===== config.mk =====
export PLATFORM = sky130hd
export DESIGN_NAME = centered_moving_average
export DESIGN_NICKNAME = d
export VERILOG_FILES = /design/src/rtl/cma_pkg.sv /design/src/rtl/centered_moving_average.sv
export SDC_FILE = /design/constraint.sdc
export NUM_CORES = 1
export LEC_CHECK = 0
export BUFFER_PORTS_ARGS = -buffer_cell sky130_fd_sc_hd__buf_4
export CAP_MARGIN = 40
export CELL_PAD_IN_SITES_DETAIL_PLACEMENT = 1
export CELL_PAD_IN_SITES_GLOBAL_PLACEMENT = 2
export CORE_MARGIN = 4
export CORE_UTILIZATION = 47
export DETAILED_ROUTE_END_ITERATION = 12
export PLACE_DENSITY_LB_ADDON = 0.25
export SLEW_MARGIN = 20
export SYNTH_ARGS = -nofsm -noshare
export SYNTH_HDL_FRONTEND = slang
export SYNTH_SLANG_ARGS = --single-unit

===== constraint.sdc =====
create_clock -name clk -period 6.9 [get_ports clk]
set_input_delay 0.345 -clock clk [delete_from_list [all_inputs] [get_ports clk]]
set_output_delay 0.345 -clock clk [all_outputs]
set_load 0.005 [all_outputs]

===== src/rtl/cma_pkg.sv =====
// Package for the centered moving average block: sizes, widths and helpers.
// Used by rtl/centered_moving_average.sv. Depends on nothing else.
package cma_pkg;

  // Depth of the sample ring; the effective window never exceeds it.
  localparam int MAX_WIN = 31;

  // Fixed field widths.
  localparam int SMP_W = 16;
  localparam int CFG_W = 5;
  localparam logic [CFG_W-1:0] CFG_RESET = CFG_W'(11);

  // Derived widths.
  localparam int PTR_W  = $clog2(MAX_WIN);
  localparam int K_W    = $clog2(MAX_WIN + 1);
  localparam int SUM_W  = SMP_W + K_W;
  localparam int REM_W  = K_W + 2;
  localparam int DCNT_W = $clog2(SUM_W + 1);

  // Largest odd window that fits in the ring.
  localparam int WIN_CAP = (MAX_WIN % 2 == 0) ? MAX_WIN - 1 : MAX_WIN;

  // An even window is raised by one, then clipped to the largest odd size.
  function automatic logic [K_W-1:0] eff_window(input logic [CFG_W-1:0] cfg);
    logic [CFG_W:0] w;
    w = {1'b0, cfg} | (CFG_W+1)'(1);
    if (w > (CFG_W+1)'(WIN_CAP)) begin
      w = (CFG_W+1)'(WIN_CAP);
    end
    return K_W'(w);
  endfunction

  // Ring pointer steps with wrap.
  function automatic logic [PTR_W-1:0] ptr_inc(input logic [PTR_W-1:0] p);
    return (p == PTR_W'(MAX_WIN - 1)) ? '0 : p + PTR_W'(1);
  endfunction

  function automatic logic [PTR_W-1:0] ptr_dec(input logic [PTR_W-1:0] p);
    return (p == '0) ? PTR_W'(MAX_WIN - 1) : p - PTR_W'(1);
  endfunction

endpackage


===== src/rtl/centered_moving_average.sv =====
// Centered moving average with edge clipping; depends on rtl/cma_pkg.sv. Synchronous reset
// restores window_size 11 and clears the write pointer, the sample count and out_valid; the ring
// is not cleared. A pass-through result is registered and valid in the cycle after its
// transaction, one per cycle while the output is not stalled. Any other result sums k
// samples through the ring's single read port, runs the divider and is then loaded into the
// output register. The input stalls until the last result of a transaction is loaded.
module centered_moving_average
  import cma_pkg::*;
(
  input  logic                    clk,
  input  logic                    rst,
  input  logic                    cfg_we,
  input  logic [CFG_W-1:0]        cfg_wdata,
  input  logic                    in_valid,
  output logic                    in_stall,
  input  logic signed [SMP_W-1:0] sample,
  input  logic                    final_req,
  output logic                    out_valid,
  input  logic                    out_stall,
  output logic signed [SMP_W-1:0] average,
  output logic                    last_out
);

  typedef enum logic [1:0] {S_IDLE, S_SUM, S_DIV, S_DONE} state_t;

  state_t                  state;
  logic [CFG_W-1:0]        win_cfg;
  logic [PTR_W-1:0]        wp;
  logic [K_W-1:0]          seen;
  logic [K_W-1:0]          flush_d;
  logic                    fin_seq;
  logic [K_W-1:0]          k_cur;
  logic [PTR_W-1:0]        rd_ptr;
  logic [K_W-1:0]          rd_cnt;
  logic                    rd_vld;
  logic signed [SUM_W-1:0] total;
  logic [SUM_W-1:0]        num;
  logic [REM_W-1:0]        rem;
  logic [DCNT_W-1:0]       div_cnt;
  logic                    neg;

  logic [SMP_W-1:0]        ring [MAX_WIN];
  logic [SMP_W-1:0]        ring_q;

  logic                    in_fire;
  logic                    out_free;
  logic                    out_load;
  logic                    pass_mode;
  logic [K_W-1:0]          win_eff;
  logic [K_W-1:0]          half;
  logic [K_W-1:0]          seen_inc;
  logic [K_W-1:0]          d_first;
  logic [K_W:0]            k_fin_full;
  logic [K_W-1:0]          k_fin;
  logic [K_W-1:0]          k_run;
  logic [K_W:0]            k_next_full;
  logic [K_W-1:0]          k_next;
  logic [REM_W-1:0]        rem_sh;
  logic [REM_W-1:0]        den;
  logic                    ge;
  logic [SUM_W-1:0]        tot_abs;
  logic [SUM_W-1:0]        num_init;
  logic [SMP_W-1:0]        avg_res;

  // Handshake and window decode.
  assign in_fire   = in_valid && !in_stall;
  assign out_free  = !out_valid || !out_stall;
  assign pass_mode = (win_cfg <= CFG_W'(1));
  assign win_eff   = eff_window(win_cfg);
  assign half      = win_eff >> 1;
  assign in_stall  = (state != S_IDLE) || (pass_mode && !out_free);

  // A new result enters the output register in these two cases.
  assign out_load = ((state == S_IDLE) && in_fire && pass_mode) ||
                    ((state == S_DONE) && out_free);

  // Window counts for the first result of a transaction.
  assign seen_inc    = (seen == K_W'(MAX_WIN)) ? seen : seen + K_W'(1);
  assign d_first     = (half < seen_inc) ? half : seen_inc - K_W'(1);
  assign k_fin_full  = {1'b0, half} + {1'b0, d_first} + (K_W+1)'(1);
  assign k_fin       = (k_fin_full < {1'b0, seen_inc}) ? K_W'(k_fin_full) : seen_inc;
  assign k_run       = (seen_inc < win_eff) ? seen_inc : win_eff;

  // Window count for the next result of a flush.
  assign k_next_full = {1'b0, half} + {1'b0, flush_d};
  assign k_next      = (k_next_full < {1'b0, seen}) ? K_W'(k_next_full) : seen;

  // Divider step: numerator is 2|sum| + k, divisor is 2k.
  assign den      = {1'b0, k_cur, 1'b0};
  assign rem_sh   = {rem[REM_W-2:0], num[SUM_W-1]};
  assign ge       = (rem_sh >= den);
  assign tot_abs  = total[SUM_W-1] ? SUM_W'(-total) : SUM_W'(total);
  assign num_init = {tot_abs[SUM_W-2:0], 1'b0} + SUM_W'(k_cur);
  assign avg_res  = neg ? (SMP_W'(0) - num[SMP_W-1:0]) : num[SMP_W-1:0];

  // Configuration register.
  always_ff @(posedge clk) begin
    if (rst) begin
      win_cfg <= CFG_RESET;
    end else if (cfg_we) begin
      win_cfg <= cfg_wdata;
    end
  end

  // Sample ring: one write port, one registered read port.
  always_ff @(posedge clk) begin
    if (in_fire && !pass_mode) begin
      ring[wp] <= sample;
    end
    ring_q <= ring[rd_ptr];
  end

  // Sequencer: accept, sum the recent samples, divide, hand the result off.
  always_ff @(posedge clk) begin
    if (rst) begin
      state     <= S_IDLE;
      wp        <= '0;
      seen      <= '0;
      rd_vld    <= 1'b0;
      out_valid <= 1'b0;
    end else begin
      // Output register: take a new result, or drop one that was handed off.
      if (out_load) begin
        out_valid <= 1'b1;
      end else if (!out_stall) begin
        out_valid <= 1'b0;
      end
      unique case (state)
        S_IDLE: begin
          if (in_fire) begin
            if (pass_mode) begin
              average   <= sample;
              last_out  <= final_req;
              if (final_req) begin
                seen <= '0;
              end
            end else begin
              wp      <= ptr_inc(wp);
              seen    <= seen_inc;
              fin_seq <= final_req;
              rd_ptr  <= wp;
              rd_cnt  <= '0;
              rd_vld  <= 1'b0;
              total   <= '0;
              if (final_req) begin
                flush_d <= d_first;
                k_cur   <= k_fin;
                state   <= S_SUM;
              end else if (seen_inc > half) begin
                flush_d <= '0;
                k_cur   <= k_run;
                state   <= S_SUM;
              end
            end
          end
        end
        S_SUM: begin
          // Issue one read a cycle, newest sample first, and add what returns.
          rd_vld <= (rd_cnt != k_cur);
          if (rd_cnt != k_cur) begin
            rd_ptr <= ptr_dec(rd_ptr);
            rd_cnt <= rd_cnt + K_W'(1);
          end
          if (rd_vld) begin
            total <= total + {{K_W{ring_q[SMP_W-1]}}, ring_q};
          end
          if (rd_cnt == k_cur && !rd_vld) begin
            num     <= num_init;
            neg     <= total[SUM_W-1];
            rem     <= '0;
            div_cnt <= '0;
            state   <= S_DIV;
          end
        end
        S_DIV: begin
          rem     <= ge ? (rem_sh - den) : rem_sh;
          num     <= {num[SUM_W-2:0], ge};
          div_cnt <= div_cnt + DCNT_W'(1);
          if (div_cnt == DCNT_W'(SUM_W - 1)) begin
            state <= S_DONE;
          end
        end
        S_DONE: begin
          if (out_free) begin
            average   <= avg_res;
            last_out  <= fin_seq && (flush_d == '0);
            if (flush_d != '0) begin
              // Next result of the flush, over a window that is no wider.
              flush_d <= flush_d - K_W'(1);
              k_cur   <= k_next;
              rd_ptr  <= ptr_dec(wp);
              rd_cnt  <= '0;
              rd_vld  <= 1'b0;
              total   <= '0;
              state   <= S_SUM;
            end else begin
              if (fin_seq) begin
                seen <= '0;
              end
              state <= S_IDLE;
            end
          end
        end
        default: state <= S_IDLE;
      endcase
    end
  end

  // The sample count saturates at the ring depth.
  a_seen_range: assert property (@(posedge clk) disable iff (rst)
    seen <= K_W'(MAX_WIN))
    else $error("sample count beyond ring depth");

  // The write pointer stays inside the ring.
  a_wp_range: assert property (@(posedge clk) disable iff (rst)
    wp < PTR_W'(MAX_WIN))
    else $error("write pointer outside ring");

  // A sum never reads more samples than have been stored.
  a_sum_count: assert property (@(posedge clk) disable iff (rst)
    (state == S_SUM) |-> (rd_cnt <= k_cur) && (k_cur <= seen) && (k_cur != '0))
    else $error("sum reads beyond stored samples");

  // A transaction is only taken while the sequencer is idle.
  a_accept_idle: assert property (@(posedge clk) disable iff (rst)
    (in_valid && !in_stall && !pass_mode) |=> (state == S_IDLE) || (state == S_SUM))
    else $error("sequencer left idle on an unexpected path");

endmodule


# Word level (Yosys, flattened, before mapping)
# Memories as Yosys holds them, arrays and structs flattened. A register that Yosys moved wholly into a read port is not among the register bits.
# Index checks and enable logic that the tools add are counted.
dict set report op_classes {
  eq_ne 22
  magnitude_cmp 8
  add_sub_neg 16
  bitwise_logic 2
  muxes 83
  n_reduce_logical 37
}
# cell count
set ops {}
lappend ops {{two-way mux 5 bit} 38}
lappend ops {{two-way mux 21 bit} 6}
lappend ops {{two-way mux 16 bit} 4}
lappend ops {{one-hot mux 21 bit (3 select lines)} 1}
lappend ops {{one-hot mux 21 bit (2 select lines)} 1}
lappend ops {{one-hot mux 5 bit (2 select lines)} 4}
lappend ops {{one-hot mux 16 bit (2 select lines)} 1}
lappend ops {{one-hot mux 5 bit (3 select lines)} 2}
lappend ops {{adder 21 bit} 1}
lappend ops {{adder 21 x 5 -> 21 bit} 1}
lappend ops {{AND reduction 7 bit} 3}
lappend ops {{adder 5 x 1 -> 5 bit (second input constant)} 4}
lappend ops {{two-way mux 20 bit} 1}
lappend ops {{inequality test 2 bit (second input constant)} 10}
lappend ops {{negation 20 bit} 1}
lappend ops {{subtractor 5 x 1 -> 5 bit (second input constant)} 4}
lappend ops {{subtractor 1 x 16 -> 16 bit (first input constant)} 1}
lappend ops {{equality test 5 bit (second input constant)} 3}
lappend ops {{logical NOT 5 bit} 3}
lappend ops {{two-way mux 2 bit} 7}
lappend ops {{adder 4 x 5 -> 6 bit} 2}
lappend ops {{less-than comparator 6 x 5 -> 1 bit} 2}
lappend ops {{two-way mux 1 bit} 12}
lappend ops {{two-way mux 6 bit} 2}
lappend ops {{31 further kinds} 54}
dict set report totals {
  ram_bits 496
  reg_bits 111
  output_inout_bits 19
  input_bits 27
  word_cells 187
  n_memories 1
}
# name depth word_bits read_ports rd_clocked_by_memory_dff wr line_no
set memory_table {}
lappend memory_table {ring 31 16 1 1 1 centered_moving_average.sv:42} ;# logic [SMP_W-1:0] ring [MAX_WIN];

# Depth between registers and ports, before layout
dict set report logic_depth {
  ltp_word 12
  mapped_depth 23
  mapped_depth_nobuf 22
}

# Worst setup path before layout
# No wires, ideal clock.
dict set report synth_timing {
  kind {flip-flop to flip-flop}
  from {reg seen[1]}
  to {reg k_cur[4], data pin}
  t_required_ns 6.626
  t_arrival_ns 4.661
  slack_ns 1.964
  setup_time_ns 0.274
  synth_period_minus_slack_ns 4.936
  path_stages_with_launch 21
  path_cell_list {dfxtp_1 > ha_1 > nand4_1 > o21ai_0 > ha_1 > nand4_1 > a21oi_1 > a21bo_2 > clkbuf_1 > mux2i_1 > ha_1 > inv_1 > fa_1 > a21o_1 > a21oi_1 > xnor2_1 > ha_1 > nor2b_1 > a211o_1 > o311ai_0 > a22oi_1}
}
dict set report synth_via {
  elab_chain_len 12
}
# item line_no
set synth_rtl {}
lappend synth_rtl {{start: declaration} centered_moving_average.sv:29} ;# logic [K_W-1:0] seen;
lappend synth_rtl {{start signal: assignment} centered_moving_average.sv:139} ;# seen <= seen_inc;
lappend synth_rtl {{adder 5 x 1 -> 5 bit / equality test 5 bit (equally long branches)} centered_moving_average.sv:78} ;# assign seen_inc = (seen == K_W'(MAX_WIN)) ? seen : seen + K_W'(1);
lappend synth_rtl {{two-way mux 5 bit} centered_moving_average.sv:78}
lappend synth_rtl {{subtractor 5 x 1 -> 5 bit / less-than comparator 4 x 5 -> 1 bit (equally long branches)} centered_moving_average.sv:79} ;# assign d_first = (half < seen_inc) ? half : seen_inc - K_W'(1);
lappend synth_rtl {{two-way mux 5 bit} centered_moving_average.sv:79}
lappend synth_rtl {{adder 4 x 5 -> 6 bit} centered_moving_average.sv:80} ;# assign k_fin_full = {1'b0, half} + {1'b0, d_first} + (K_W+1)'(1);
lappend synth_rtl {{adder 6 x 1 -> 6 bit} centered_moving_average.sv:80}
lappend synth_rtl {{less-than comparator 6 x 5 -> 1 bit} centered_moving_average.sv:81} ;# assign k_fin = (k_fin_full < {1'b0, seen_inc}) ? K_W'(k_fin_full) : seen_inc;
lappend synth_rtl {{two-way mux 5 bit} centered_moving_average.sv:81}
lappend synth_rtl {{two-way mux 5 bit} centered_moving_average.sv:145} ;# if (final_req) begin
lappend synth_rtl {{two-way mux 5 bit} centered_moving_average.sv:131} ;# if (pass_mode) begin
lappend synth_rtl {{two-way mux 5 bit} centered_moving_average.sv:130} ;# if (in_fire) begin
lappend synth_rtl {{one-hot mux 5 bit (2 select lines) (*)} centered_moving_average.sv:128} ;# unique case (state)
lappend synth_rtl {{end signal: assignment} centered_moving_average.sv:147} ;# k_cur <= k_fin;
lappend synth_rtl {{end signal: assignment} centered_moving_average.sv:151} ;# k_cur <= k_run;
lappend synth_rtl {{end signal: assignment} centered_moving_average.sv:190} ;# k_cur <= k_next;
lappend synth_rtl {{end: declaration} centered_moving_average.sv:32} ;# logic [K_W-1:0] k_cur;
# Every way passes the cells marked *; elsewhere a longest branch is shown, timed or not. The select of a mux whose other input is x is not followed.
# A chain may end at the register's enable or synchronous reset.

# Worst setup path after layout
dict set report layout_timing {
  from {reg seen[0]}
  to {reg k_cur[4], data pin}
}
# The elaborated chain is that of the path after synthesis.

==> results.yml <==
status:
  status: "finished, final reports clean"
layout:
  n_antenna_cell: 0
  fillerInstances: 5541
  layout_common_cells: "588 x edfxtp_1, 144 x mux4_2, 143 x nand2_1"
  layout-drive-gt1-share_pct: 20.4
  fin_nets: 1997
  layout_commonest_cell: "edfxtp_1"
  area_delta_synth_final_pct: 13.8
floorplanning:
  core-area_um2: 59000
  dieArea_um2: 63600
  initial_core_util_pct: 47.5
  top_level_ports: 46
  die_h_um: 252
  die_w_um: 252
  rows: 89
sta:
  slew_headroom_pct: 42.6
  fin_crit_sh_pct: 85.9
  hold_viol: 0
  finalSetupViolCount: 0
  period_minus_slack_ns: 5.93
  worst_hold_slack_ns: 0.0296
  fmax_mhz: 169
  worst_pin_slew_ns: 0.862
  setup_ws_ns: 0.971
  rsz0062_at_grt: "false"
  timing.setup.tns_ns: 0
  report.final.slew_viol_count: 0
  clock-skew-final_ns: 0.0296
drt:
  wl_per_cell_um: 25.7
  drt-total-wl_um: 69700
  drtIter0Drc: 1243
  drc: 0
  dr.pass1.iters: 5
  ant_nets: 0
  vias: 16000
  vias_per_cell: 5.90
synthesis:
  syn-num-nets: 1904
  yosysUniqueCellTypes: 78
  synthFlopType: "edfxtp_1"
  postSynthAreaPerCell_um2: 15.6
  synthTopCellsByArea: "edfxtp_1 63%, mux4_2 12%, ha_1 3.2%"
  synth_edf_count: 588
  async_reset_ff_share_pct: 0
  netlist_instances: 1800
  synth_largest_area_cell: "edfxtp_1"
  syn_area_um2: 28000
  seq_area_frac_synth_pct: 65.4
  synth_seq_cells: 622
  yosys_warnings: 0
  synth_top_area_share_pct: 63.0
clocking:
  cts.sinks: 622
  cts_tree: "done"
  htreeDepth: 3
  clk_pin_slew_ns: 0.05
  cts_buffers: 68
  root_buffer: "clkbuf_16"
  clock_latency_ns: 0.60
  clockBufferDepth: 3
global_route:
  antenna_found_initial: 1
  grt_pass1_vias: 17100
  grt-ovfl-total: 0
  grt_pass1_wl_um: 107000
  grt_max_degree: 95
  grt_usage_pct: 22.2
setup_path:
  rr_startpoint: "seen[0]$_SDFFE_PP0P_"
  rrSetupSlack_ns: 0.97
  critPathRequiredTime_ns: 7.22
  crit_path_end_kind: "flip-flop"
  critPathKind: "flip-flop to flip-flop"
  critPathArrivalTime_ns: 6.25
  cp_max_fo: 13
  r2r_end: "k_cur[4]$_DFFE_PP_"
  ff2ff_path_depth: 19
  start_kind: "flip-flop"
worst_hold_path:
  hold_class: "input port to flip-flop"
  min_path_cells: 3
  whs_endpoint: "out_valid$_SDFFE_PP0P_"
  min-delay-start: "in_valid"
place:
  place_congestion: 0.844
  io_buffers: 44
  dp_slack_ns: 1.16
  dpl.hpwl_um: 44200
power_and_ir_drop:
  p_leak_nw: 10.8
  ir_worst_vdd_mv: 0.300
  cellPowerDensity_nw_per_um2: 381
run:
  maxCapViolations: 0
what timing repair did:
| item | 4_1_cts | 5_1_grt |
|---|---|---|
| hold buffers | 7 | 0 |
| endpoints found under the setup margin | 0 | 0 |
| gates resized for setup | 0 | 0 |
| endpoints found under the hold margin | 4 | 0 |
| setup buffers | 0 | 0 |
cells in the mapped netlist, types with 5 or more instances:
cell type  count
a211oi_1      15
a21o_1        14
a21oi_1       53
a31oi_1        8
and2_1         9
buf_1         22
clkbuf_1      57
dfxtp_1       34
edfxtp_1     588
fa_1           5
ha_1          72
inv_1         57
mux2_2         9
mux2i_1       40
mux4_2       144
nand2_1      143
nand2b_1      14
nand3_1       30
nand4_1        9
nor2_1       123
nor2b_1       15
nor3_1        31
nor3b_1        6
nor4_1         7
o211ai_1       6
o21a_1        10
o21ai_0       77
o31ai_1       13
or2_2          6
or3_1          9
or4_1          8
xnor2_1       40
xor2_1        41
logic make-up after synthesis:
group / synth area share [%]
XOR/XNOR: 2.53
multiplexers: 13.4
adder cells (fa/ha/maj): 3.57
AO/OA/AOI/OAI: 5.83
buffers and inverters: 1.91
AND/OR/NAND/NOR: 7.37
flip-flops: 65.4
how the worst max path moves through the flow:
stage / startpoint / to / slack (ns)
4_1_cts: seen[0]$_SDFFE_PP0P_ / k_cur[4]$_DFFE_PP_ / 1.03
5_1_grt: seen[0]$_SDFFE_PP0P_ / k_cur[4]$_DFFE_PP_ / 0.57
2_1_floorplan: seen[1]$_SDFFE_PP0P_ / k_cur[4]$_DFFE_PP_ / 1.96
3_3_place_gp: seen[0]$_SDFFE_PP0P_ / k_cur[0]$_DFFE_PP_ / 1.30
3_5_place_dp: seen[0]$_SDFFE_PP0P_ / k_cur[0]$_DFFE_PP_ / 1.16
6_report: seen[0]$_SDFFE_PP0P_ / k_cur[4]$_DFFE_PP_ / 0.97
final cells by class:
type,instances,area [um^2],share of cell area [%]
Clock buffer,84,1800,5.66
Multi-Input combinational cell,1038,9260,29.0
Tap cell,773,967,3.03
Timing Repair Buffer,105,890,2.79
Inverter,58,218,0.683
Sequential cell,622,18300,57.5
Clock inverter,38,414,1.30
flip-flops by register name, summed over array words and instances (netlist names):
| signal | flops |
|---|---|
| rd_cnt | 5 |
| k_cur | 5 |
| total | 21 |
| last_out | 1 |
| average | 16 |
| rd_ptr | 5 |
| rem | 6 |
| ring_q | 16 |
| seen | 5 |
| num | 21 |
| flush_d | 5 |
| ring | 496 |
| state | 2 |
| rd_vld | 1 |
| win_cfg | 4 |
| wp | 5 |
| div_cnt | 5 |
| fin_seq | 1 |
| out_valid | 1 |
| neg | 1 |
per-layer routing:
layer / GRT usage (%) / wire length [um] / vias to the layer above
met5: 0 / 0 / -
met4: 4.76 / 1220 / 0
met3: 3.59 / 2990 / 85
met2: 39.0 / 35900 / 349
met1: 29.6 / 29600 / 8372
li1: - / - / 7227
critical path: stages (launching register included):
cell and delay (ns):
dfxtp_1 0.60, ha_1 0.30, nand4_1 0.41, xnor2_1 0.53, ha_1 0.31, nand4_1 0.12, a21oi_1 0.08, a21bo_2 0.34
mux2i_1 0.32, ha_1 0.24, inv_1 0.06, fa_1 0.41, a21o_1 0.18, a21oi_1 0.18, xnor2_1 0.17, ha_1 0.29
nor2b_1 0.16, a211o_1 0.34, o311ai_0 0.46, a22oi_1 0.14
stage by stage:
step / total power, mW / area [um^2] / instances / utilization, %
floorplan: 7.52 / 28000 / 1800 / -
global placement: 8.44 / 29500 / 2581 / 49.9
detailed placement: 8.61 / 29600 / 2588 / 50.1
CTS: 12.3 / 31900 / 2717 / 54.0
global route: 12.9 / 31900 / 2718 / 54.0
finish: 12.1 / 31900 / 2718 / 54.0
report_power, final:
part,internal (mW),switching (mW)
Sequential,4.48,0.220
Combinational,1.69,2.15
Clock,2.10,1.50
Total,8.28,3.87
Note: power is estimated with default switching activity, not from simulation.
